===== src/hdl/dstwr_pkg.sv =====
package dstwr_pkg;

  localparam int STAMP_BITS = 40;
  localparam int DELAY_BITS = 16;
  localparam int UUS_SHIFT  = 16;
  localparam int TIME_LSB   = 8;
  localparam int DIV_BITS   = 64;
  localparam int DEN_BITS   = 34;

  localparam logic [DELAY_BITS-1:0] DELAY_RESET = 16'd6000;

  localparam logic [1:0] OP_POLL  = 2'd0;
  localparam logic [1:0] OP_FINAL = 2'd1;
  localparam logic [1:0] OP_ERROR = 2'd2;
  localparam logic [1:0] OP_LATE  = 2'd3;

  localparam logic [1:0] KIND_NONE     = 2'd0;
  localparam logic [1:0] KIND_RESPONSE = 2'd1;
  localparam logic [1:0] KIND_RANGE    = 2'd2;
  localparam logic [1:0] KIND_ABANDON  = 2'd3;

  typedef struct packed {
    logic [1:0]            op;
    logic                  header_ok;
    logic [7:0]            frame_seq;
    logic [STAMP_BITS-1:0] local_rx_time;
    logic [STAMP_BITS-1:0] local_tx_time;
    logic [31:0]           remote_poll_tx;
    logic [31:0]           remote_resp_rx;
    logic [31:0]           remote_final_tx;
  } in_item_t;

  typedef struct packed {
    logic [1:0]         kind;
    logic [31:0]        response_time;
    logic [7:0]         response_seq;
    logic signed [31:0] flight_ticks;
    logic [7:0]         poll_seq;
  } out_item_t;

endpackage


===== src/hdl/ds_twr_responder_tof_core.sv =====
// Responder side of double-sided two-way ranging.
// Input channel in_valid/in_stall/in_item carries one radio event per transfer
// (poll, final, receive error or timeout, late transmit start). Output channel
// out_valid/out_stall/out_item returns exactly one result per event.
// cfg_we/cfg_data write the reply delay in UWB microseconds at any idle time.
// Path: an event that needs no range computation goes from S_IDLE to S_WRITE and
// is then loaded into the output register. A valid final awaited after a poll
// goes through two multiplies on one shared 32x32 multiplier, a magnitude
// subtract, a radix-2 restoring divide of 64 steps (skipped, with a zero result,
// when the denominator is zero), saturation and output. in_stall stays high until
// the result of the current event has been loaded into the output register, so
// one event is in work at a time and the core takes no new event before the
// result of the last one is loaded.
// A full output register stalled by the receiver holds its item and holds off
// the next result.
// Reset clears the exchange state, the sequence counter, the output valid and
// loads the reply delay with 6000.
module ds_twr_responder_tof_core (
  input  logic                             clk,
  input  logic                             rst,
  input  logic                             in_valid,
  output logic                             in_stall,
  input  dstwr_pkg::in_item_t              in_item,
  output logic                             out_valid,
  input  logic                             out_stall,
  output dstwr_pkg::out_item_t             out_item,
  input  logic                             cfg_we,
  input  logic [dstwr_pkg::DELAY_BITS-1:0] cfg_data
);
  import dstwr_pkg::*;

  localparam logic [2:0] S_IDLE  = 3'd0;
  localparam logic [2:0] S_MUL_A = 3'd1;
  localparam logic [2:0] S_MUL_B = 3'd2;
  localparam logic [2:0] S_PREP  = 3'd3;
  localparam logic [2:0] S_DIV   = 3'd4;
  localparam logic [2:0] S_SAT   = 3'd5;
  localparam logic [2:0] S_WRITE = 3'd6;

  localparam logic [31:0] TICKS_MAX = 32'h7FFF_FFFF;
  localparam logic [31:0] TICKS_MIN = 32'h8000_0000;

  logic [2:0]            state;
  logic [DELAY_BITS-1:0] reply_delay;
  logic                  awaiting;
  logic [STAMP_BITS-1:0] poll_rx_stamp;
  logic [7:0]            tx_seq_counter;
  logic [7:0]            stored_poll_seq;
  logic [31:0]           ra;
  logic [31:0]           rb;
  logic [31:0]           da;
  logic [31:0]           db;
  logic [DEN_BITS-1:0]   den;
  logic [DIV_BITS-1:0]   prod_p;
  logic [DIV_BITS-1:0]   prod_q;
  logic                  neg;
  out_item_t             res;

  logic                  in_acc;
  logic                  out_free;
  logic                  load_out;
  logic [63:0]           t_sum;
  logic [31:0]           mul_x;
  logic [31:0]           mul_y;
  logic [DIV_BITS-1:0]   product;
  logic [DIV_BITS-1:0]   mag;
  logic                  div_start;
  logic                  div_done;
  logic [DIV_BITS-1:0]   quo;
  logic [31:0]           sat_ticks;

  assign in_stall = (state != S_IDLE);
  assign in_acc   = in_valid & ~in_stall;
  assign out_free = ~out_valid | ~out_stall;
  assign load_out = (state == S_WRITE) && out_free;

  assign t_sum   = 64'(in_item.local_rx_time) + 64'({reply_delay, {UUS_SHIFT{1'b0}}});
  assign mul_x   = (state == S_MUL_A) ? ra : da;
  assign mul_y   = (state == S_MUL_A) ? rb : db;
  assign product = DIV_BITS'(mul_x) * DIV_BITS'(mul_y);
  assign mag     = (prod_p >= prod_q) ? (prod_p - prod_q) : (prod_q - prod_p);

  assign div_start = (state == S_PREP) && (den != '0);

  dstwr_divider u_div (
    .clk      (clk),
    .rst      (rst),
    .start    (div_start),
    .dividend (mag),
    .divisor  (den),
    .done     (div_done),
    .quotient (quo)
  );

  always_comb begin
    if (!neg) begin
      sat_ticks = (|quo[DIV_BITS-1:31]) ? TICKS_MAX : quo[31:0];
    end else if ((|quo[DIV_BITS-1:32]) || (quo[31] && (|quo[30:0]))) begin
      sat_ticks = TICKS_MIN;
    end else begin
      sat_ticks = 32'd0 - quo[31:0];
    end
  end

  always_ff @(posedge clk) begin
    if (rst) begin
      state           <= S_IDLE;
      out_valid       <= 1'b0;
      awaiting        <= 1'b0;
      poll_rx_stamp   <= '0;
      tx_seq_counter  <= '0;
      stored_poll_seq <= '0;
      reply_delay     <= DELAY_RESET;
    end else begin
      if (cfg_we) begin
        reply_delay <= cfg_data;
      end
      if (load_out) begin
        out_item  <= res;
        out_valid <= 1'b1;
      end else if (!out_stall) begin
        out_valid <= 1'b0;
      end
      unique case (state)
        S_IDLE: begin
          if (in_acc) begin
            state <= (awaiting && in_item.op == OP_FINAL && in_item.header_ok) ?
                     S_MUL_A : S_WRITE;
            if (!awaiting) begin
              if (in_item.op == OP_POLL && in_item.header_ok) begin
                poll_rx_stamp   <= in_item.local_rx_time;
                stored_poll_seq <= in_item.frame_seq;
                awaiting        <= 1'b1;
                res <= {KIND_RESPONSE, t_sum[TIME_LSB +: 32], tx_seq_counter,
                        32'd0, in_item.frame_seq};
              end else begin
                res <= '0;
              end
            end else begin
              awaiting <= 1'b0;
              if (in_item.op == OP_LATE) begin
                res <= {KIND_ABANDON, 32'd0, 8'd0, 32'd0, stored_poll_seq};
              end else begin
                tx_seq_counter <= tx_seq_counter + 8'd1;
                if (in_item.op == OP_FINAL && in_item.header_ok) begin
                  res <= {KIND_RANGE, 32'd0, 8'd0, 32'd0, stored_poll_seq};
                  ra  <= in_item.remote_resp_rx - in_item.remote_poll_tx;
                  rb  <= in_item.local_rx_time[31:0] - in_item.local_tx_time[31:0];
                  da  <= in_item.remote_final_tx - in_item.remote_resp_rx;
                  db  <= in_item.local_tx_time[31:0] - poll_rx_stamp[31:0];
                end else begin
                  res <= {KIND_ABANDON, 32'd0, 8'd0, 32'd0, stored_poll_seq};
                end
              end
            end
          end
        end
        S_MUL_A: begin
          prod_p <= product;
          den    <= DEN_BITS'(ra) + DEN_BITS'(rb) + DEN_BITS'(da) + DEN_BITS'(db);
          state  <= S_MUL_B;
        end
        S_MUL_B: begin
          prod_q <= product;
          state  <= S_PREP;
        end
        S_PREP: begin
          neg   <= (prod_p < prod_q);
          state <= (den == '0) ? S_WRITE : S_DIV;
        end
        S_DIV: begin
          if (div_done) begin
            state <= S_SAT;
          end
        end
        S_SAT: begin
          res.flight_ticks <= sat_ticks;
          state            <= S_WRITE;
        end
        S_WRITE: begin
          if (out_free) begin
            state <= S_IDLE;
          end
        end
        default: begin
          state <= S_IDLE;
        end
      endcase
    end
  end

  a_done_in_div: assert property (@(posedge clk) disable iff (rst)
    div_done |-> state == S_DIV)
    else $error("divide finished outside the divide state");
  a_exchange_closes: assert property (@(posedge clk) disable iff (rst)
    in_acc && awaiting |=> !awaiting)
    else $error("exchange left open after an event");
  a_ticks_only_range: assert property (@(posedge clk) disable iff (rst)
    out_valid && out_item.kind != KIND_RANGE |-> out_item.flight_ticks == 0)
    else $error("flight ticks set on a result that is not a range");

endmodule


===== src/hdl/dstwr_divider.sv =====
module dstwr_divider (
  input  logic                          clk,
  input  logic                          rst,
  input  logic                          start,
  input  logic [dstwr_pkg::DIV_BITS-1:0] dividend,
  input  logic [dstwr_pkg::DEN_BITS-1:0] divisor,
  output logic                          done,
  output logic [dstwr_pkg::DIV_BITS-1:0] quotient
);
  import dstwr_pkg::*;

  localparam int CNT_BITS = $clog2(DIV_BITS + 1);
  localparam logic [CNT_BITS-1:0] LAST_STEP = CNT_BITS'(DIV_BITS - 1);

  logic                busy;
  logic [CNT_BITS-1:0] count;
  logic [DEN_BITS-1:0] den;
  logic [DEN_BITS-1:0] rem;
  logic [DEN_BITS:0]   shifted;
  logic [DEN_BITS+1:0] diff;

  assign shifted = {rem, quotient[DIV_BITS-1]};
  assign diff    = {1'b0, shifted} - {2'b00, den};

  always_ff @(posedge clk) begin
    if (rst) begin
      busy <= 1'b0;
      done <= 1'b0;
    end else begin
      done <= 1'b0;
      if (start) begin
        busy     <= 1'b1;
        count    <= '0;
        den      <= divisor;
        rem      <= '0;
        quotient <= dividend;
      end else if (busy) begin
        if (diff[DEN_BITS+1]) begin
          rem <= shifted[DEN_BITS-1:0];
        end else begin
          rem <= diff[DEN_BITS-1:0];
        end
        quotient <= {quotient[DIV_BITS-2:0], ~diff[DEN_BITS+1]};
        count    <= count + 1'b1;
        if (count == LAST_STEP) begin
          busy <= 1'b0;
          done <= 1'b1;
        end
      end
    end
  end

  a_start_idle: assert property (@(posedge clk) disable iff (rst) start |-> !busy)
    else $error("divider started while busy");
  a_done_pulse: assert property (@(posedge clk) disable iff (rst) done |=> !done)
    else $error("divider done held longer than one cycle");
  a_done_after_busy: assert property (@(posedge clk) disable iff (rst) done |-> $past(busy))
    else $error("divider done without a running division");

endmodule


===== config.mk =====
export PLATFORM = sky130hd
export DESIGN_NAME = ds_twr_responder_tof_core
export DESIGN_NICKNAME = d
export VERILOG_FILES = /design/src/hdl/dstwr_pkg.sv /design/src/hdl/ds_twr_responder_tof_core.sv /design/src/hdl/dstwr_divider.sv
export SDC_FILE = /design/constraint.sdc
export NUM_CORES = 2
export LEC_CHECK = 0
export ABC_CLOCK_PERIOD_IN_PS = 11700
export BUFFER_PORTS_ARGS = -buffer_cell sky130_fd_sc_hd__buf_2
export CORE_ASPECT_RATIO = 1.2
export CORE_MARGIN = 8
export CORE_UTILIZATION = 45
export DETAILED_ROUTE_END_ITERATION = 7
export GPL_TIMING_DRIVEN = 0
export REMOVE_ABC_BUFFERS = 1
export SLEW_MARGIN = 40
export SYNTH_ARGS = -nofsm -noshare
export SYNTH_HDL_FRONTEND = slang
export SYNTH_SLANG_ARGS = --single-unit

===== constraint.sdc =====
create_clock -name clk -period 11.7 [get_ports clk]
set_input_delay 2.34 -clock clk [delete_from_list [all_inputs] [get_ports clk]]
set_output_delay 2.34 -clock clk [all_outputs]
set_load 0.02 [all_outputs]

======== Yosys cells after proc, flatten, opt, wreduce, memory -nomap -nowiden ========
Cells that the tools add are included.
cells by class
  add/sub/neg operators ................... 14
  multiply operators ...................... 1
  divide/modulo/power cells ............... 0
  magnitude comparators ................... 2
  equality and inequality tests ........... 13
  shift-type cells ........................ 0
  muxes and demuxes ....................... 31
  bitwise logic cells ..................... 10
  reductions and logical operators ........ 32
operators with widths
  kind                                                                  count
  81-bit 2-to-1 mux                                                     3
  64-bit 2-to-1 mux                                                     3
  32-bit 2-to-1 mux                                                     5
  32-bit subtractor                                                     4
  64-bit subtractor                                                     2
  82-bit 2-to-1 mux                                                     1
  34-bit 2-to-1 mux                                                     2
  64-bit >= comparator                                                  1
  64-bit < comparator                                                   1
  32-bit by 32-bit multiplier with 64-bit output                        1
  32-bit case mux with 2 select lines                                   1
  40-bit by 32-bit adder with 40-bit output                             1
  40-bit 2-to-1 mux                                                     1
  35-bit by 34-bit subtractor with 36-bit output                        1
  33-bit by 32-bit adder with 34-bit output                             1
  34-bit by 32-bit adder with 34-bit output                             1
  34-bit zero test                                                      1
  34-bit nonzero test                                                   1
  32-bit by 32-bit adder with 33-bit output                             1
  33-bit OR reduction                                                   1
  32-bit OR reduction                                                   1
  1-bit by 32-bit subtractor with 32-bit output (first input constant)  1
  31-bit OR reduction                                                   1
  3-bit case mux with 7 select lines                                    1
  28 further kinds                                                      66
word-level totals
  bits in registers ....................... 665
  bits in latches ......................... 0
  memory bits (writable) .................. 0
  memory bits (read-only) ................. 0
  input port bits ......................... 208
  output and inout bits ................... 84
  memories ................................ 0

======== Depth between registers and ports, before layout ========
  depth after elaboration ................. 7
  depth in mapped cells ................... 34
  gate-level depth less buffers ........... 29

======== Modules after synthesis ========
Synthesis repeated with hierarchy kept, for this count alone.
unflattened totals
  cell total of the unflattened synthesis .. 7953
  area total of the unflattened synthesis .. 75621.3 µm²
modules (own cells, without submodules)
  module                     instances  cells each  area each (µm²)  sequential area each (µm²)
  ds_twr_responder_tof_core  1          7283        67862.6          15044.4
  dstwr_divider              1          670         7758.7           4214.0

======== Worst setup path after synthesis ========
Ideal clock, no wire load.
  path kind ............................... input-to-reg
  start ................................... input rst
  end ..................................... register da[0] (enable)
  arrival time ............................ 11.424 ns
  data required time ...................... 10.928 ns
  slack ................................... -0.495 ns
  cell stages on the path ................. 3
  buffers on the path ..................... 2
  path through ............................ clkbuf_1 clkbuf_1 nor3_1
on the way
  word-level cells in the longest chain between the ends .. 2
RTL lines
  what                           RTL line                          source
  start, declared                ds_twr_responder_tof_core.sv:20   input logic rst,
  1-bit inverter (no line)       n/a
  6-bit AND reduction (no line)  n/a
  end signal, assigned           ds_twr_responder_tof_core.sv:149  da <= in_item.remote_final_tx - in_item.remote_resp_rx;
  end, declared                  ds_twr_responder_tof_core.sv:51   logic [31:0] da;
No other way between the ends.
A chain may end at the register's enable or synchronous reset.

======== Worst setup path after layout ========
  start ................................... register state[0]
  end ..................................... register prod_q[62], data pin
on the way
  word-level cells in the longest chain between the ends .. 3
RTL lines
  what                                                RTL line                                                          source
  start, declared                                     ds_twr_responder_tof_core.sv:43                                   logic [2:0] state;
  start signal, assigned                              ds_twr_responder_tof_core.sv:127                                  state <= (awaiting && in_item.op == OP_FINAL && in_item.header_ok) ?
  start signal, assigned                              ds_twr_responder_tof_core.sv:169                                  state <= (den == '0) ? S_WRITE : S_DIV;
  3-bit by 1-bit == test with 1-bit output (*)        ds_twr_responder_tof_core.sv:78, ds_twr_responder_tof_core.sv:79
  32-bit 2-to-1 mux, on equally long branches         ds_twr_responder_tof_core.sv:78, ds_twr_responder_tof_core.sv:79
  32-bit by 32-bit multiplier with 64-bit output (*)  ds_twr_responder_tof_core.sv:80                                   assign product = DIV_BITS'(mul_x) * DIV_BITS'(mul_y);
  via product[62]                                     ds_twr_responder_tof_core.sv:65                                   logic [DIV_BITS-1:0] product;
  end signal, assigned                                ds_twr_responder_tof_core.sv:164                                  prod_q <= product;
  end, declared                                       ds_twr_responder_tof_core.sv:55                                   logic [DIV_BITS-1:0] prod_q;
Mark *: on every way through the listed nets, which the timed path passes. The rest lies on a longest branch.

==> results.md <==
- Aggregate global routing overflow: 0
- Design area: about 0.085 sq mm
- Delay of the slowest cell on the worst path: 0.61 ns
- Sw Ratio: 50.84%
- Layout Skew: about 0.037 ns
- Clock power frac: 8.7%
- Psw: 14.64 mW
- Overall routing resource usage: 26.13%
- Share of the synthesized area in the top cell type: about 26%
- Pint: 14.15 mW
- Layout area overhead: 11.85%
- Syn_area_per_cell: 9.396 sq um
- Setup Viol. Count Final: 0
- Post-synth EDFFs: 594
- Top cells by area, synth: fa_1 (26%), edfxtp_1 (24%), ha_1 (9.9%)
- Critical path capture point type: register
- Hold Buf Count CTS: 0
- Lkg Pwr: 37.78 nW
- Placed cell area: 0.08183 sq mm
- Comb pwr share: 75.7%
- DR vias/cell: 5.598
- Worst-case clock buffer depth: 3
- Hold path cells: 0
- Post-Place Cells: 10.46k
- Max-cap violations: 0
- Mapped Area: 0.07559 sq mm
- Final Hold Fails: 0
- Hold Path Class: register to register
- Async SR Flop Fraction: 0%
- Post-synthesis sequential area ratio: roughly a quarter
- Slowest CP cell: mux2_2
- Clock buffer count from CTS: 77
- Yosys reg bits: 665
- RePlAce Congestion: 0.9611
- Critical path class: register to register
- Critical Path RT: 12.11 ns
- Later-pin clock latency in the skew report: 0.71 ns
- Initial antenna violation count: 27
- Core Area: 0.1676 sq mm
- Vias in the first global route: 62.31k
- Post-synth top flop: edfxtp_1
- Routed WL per cell: roughly 23 microns
- Setup WS pre-CTS: 0.02706 ns
- CTS sink cnt: ~670
- CTS tree: yes
- Worst hold margin: 0.4149 ns
- Peak supply drop: 0.6236 mV
- # port buffers: 283
- Status: completed
- Final Max Slew Viols: 0
- Cells on worst reg2reg path: 38
- Sequential fraction of design power: 15.6%
- Worst-path clk slew: 0.06 ns
- FP Rows: 165
- Actual slew at the worst max-slew pin: 0.9267 ns
- Worst relative slew slack: 37.77%
- Detailed Route Iter0 Violations: roughly 3.9k
- Crit share post-route: 95.03%
- Mapped Cells: 8045
- CP arrival: 11.53 ns
- Max Clock Freq: 89.94 MHz
- Pwr/cell area: 340.5 mW/mm^2
- CP max FO: 13
- Antenna-violating nets left: 0
- Final WL: 239700 microns
- Synth area leader: fa_1
- Tmin final: about 11 ns
- Largest net degree at the start of global routing: 54
- Via count: 59.43k
- Layout cells sized above 1: 9.523%
- Cell mode on critical path: fa_1
- Unrepaired setup endpoints after global routing: no
- TritonRoute pass-1 iters: 6
- Die W: 390.1 microns
- Starting Density: a little under half
- Height of the chip: between 400 and 500 microns
- Worst Setup Start Kind: register
- First-pass GRT wire length: 366200 microns
- Die area: 0.1814 sq mm
- Final Net Count: between 10k and 15k
- Final worst setup slack: 0.5819 ns
- I/O Pins: 292
- Synth unique cells: 90
- DRC: 0
- Final std cells w/o fill: ~11k
- Ys Warns: 0
- Clock Tree Root: clkbuf_16
- Post-DP HPWL: approximately 200000 microns
- H-tree levels: 3
## critical path, delay by kind of cell (launching register included)
kind | cells | cell delay (ns)
AO/OA/AOI/OAI | 8 | 1.87
XOR/XNOR | 1 | 0.18
adder cells (fa/ha/maj) | 9 | 4.51
buffers and inverters | 15 | 2.20
flip-flops | 1 | 0.60
multiplexers | 1 | 0.61
AND/OR/NAND/NOR | 4 | 0.82
## flip-flops by register name, summed over array words and instances (netlist names), 34 cells and up
register,flops
u_div.rem,34
res,82
u_div.quotient,64
den,34
out_item,82
prod_q,64
u_div.den,34
prod_p,64
## worst paths after layout
kind	to	slack, ns	startpoint
max	prod_q[62]	0.58	state[0]
min	out_item[15]	0.41	res[15]
max reg2reg	prod_q[62]	0.58	state[0]
min reg2reg	out_item[15]	0.41	res[15]
## cell type report
class	instances	area (sq um)
sequential	665	19260
clock buffer	95	2024
clock inverter	45	584.3
fill	15670	83090
multi-input combinational	5819	51450
timing repair buffer	478	3699
antenna	13	32.53
tap	2254	2820
inverter	1246	4677
## kinds of logic (layout without fill, tap and decap cells)
family / count (synthesis) / in the layout / synth area share (%)
flops: 665 / 665 / 25.48
fa+ha+maj: 1568 / 1568 / 35.57
simple gates: 2351 / 2351 / 13.39
compound gates: 1432 / 1432 / 11.95
other cells: 0 / 13 / 0
xor+xnor: 286 / 286 / 3.314
mux: 182 / 182 / 2.519
buf+inv: 1561 / 1864 / 7.785
## Yosys cell counts (9+ instances only)
master and number:
nand2b_1 47, and2_1 41, or4_1 9, a2111oi_0 16, or2_2 13, nor2b_1 50
nor2_1 958, nor4_1 37, o31ai_1 27, and3_1 43, clkbuf_1 289, mux2_2 65
xnor2_1 200, nand3_1 85, inv_1 1245, o221ai_1 12, mux2i_1 116, a31o_2 11
a211o_1 18, o22ai_1 9, and4_1 11, o21ai_0 225, a21oi_1 477, a21o_1 141
a311oi_1 25, a211oi_1 55, a21boi_0 13, nand4_1 64, a22o_1 9, edfxtp_1 594
o21a_1 65, fa_1 968, a31oi_1 45, buf_1 21, dfxtp_1 71, o211ai_1 30
ha_1 600, a221oi_1 14, nand2_1 840, nor3_1 79, o21bai_1 76, nand3b_1 11
o21ai_1 84, xor2_1 86, or3_1 36
## placed cells by master (no fill, tap or decap), drive strengths merged, types with 66 or more instances in the layout
cell type and n:
inv 1259, fa 968, nor2 958, nand2 840
ha 600, edfxtp 594, a21oi 477, buf 477
o21ai 309, xnor2 200, a21o 141, mux2i 116
clkbuf 95, xor2 86, nand3 85, nor3 79
o21bai 76, dfxtp 71, mux2 66
## routing by layer
metal | up-vias | share of wire (%) | wire, microns | global-route usage [%]
met3 | 631 | 7.7 | 18430 | 5.304
met4 | 26 | 6.0 | 14390 | 13.13
met5 | - | 0.071 | 170 | 0
met1 | 29360 | 39 | 94400 | 31.89
li1 | 27070 | - | - | -
met2 | 2341 | 47 | 112300 | 43.94
## stage by stage
step | total power [mW] | TNS (ns) | util [%]
after floorplan | 19.68 | -476.10 | -
after global placement | 25.36 | -2710.14 | 46.90
after detailed placement | 25.72 | 0 | 48.82
after CTS | 28.42 | 0 | 50.37
after global routing | 31.16 | 0 | 50.42
final | 28.79 | 0 | 50.43
## power by group through the flow
stage | registers [mW] | logic [mW] | clock network, mW
floorplan | 4.52 | 15.2 | 0
global placement | 4.55 | 20.8 | 0
detailed placement | 4.54 | 21.2 | 0
CTS | 4.49 | 21.3 | 2.59
global route | 4.52 | 24.0 | 2.66
finish | 4.49 | 21.8 | 2.51
## timing repair
action	4_1_cts	5_1_grt
setup endpoints to repair	0	16
gates resized for setup	0	4
setup buffers	0	5
Power figures use the tool's default switching activity.
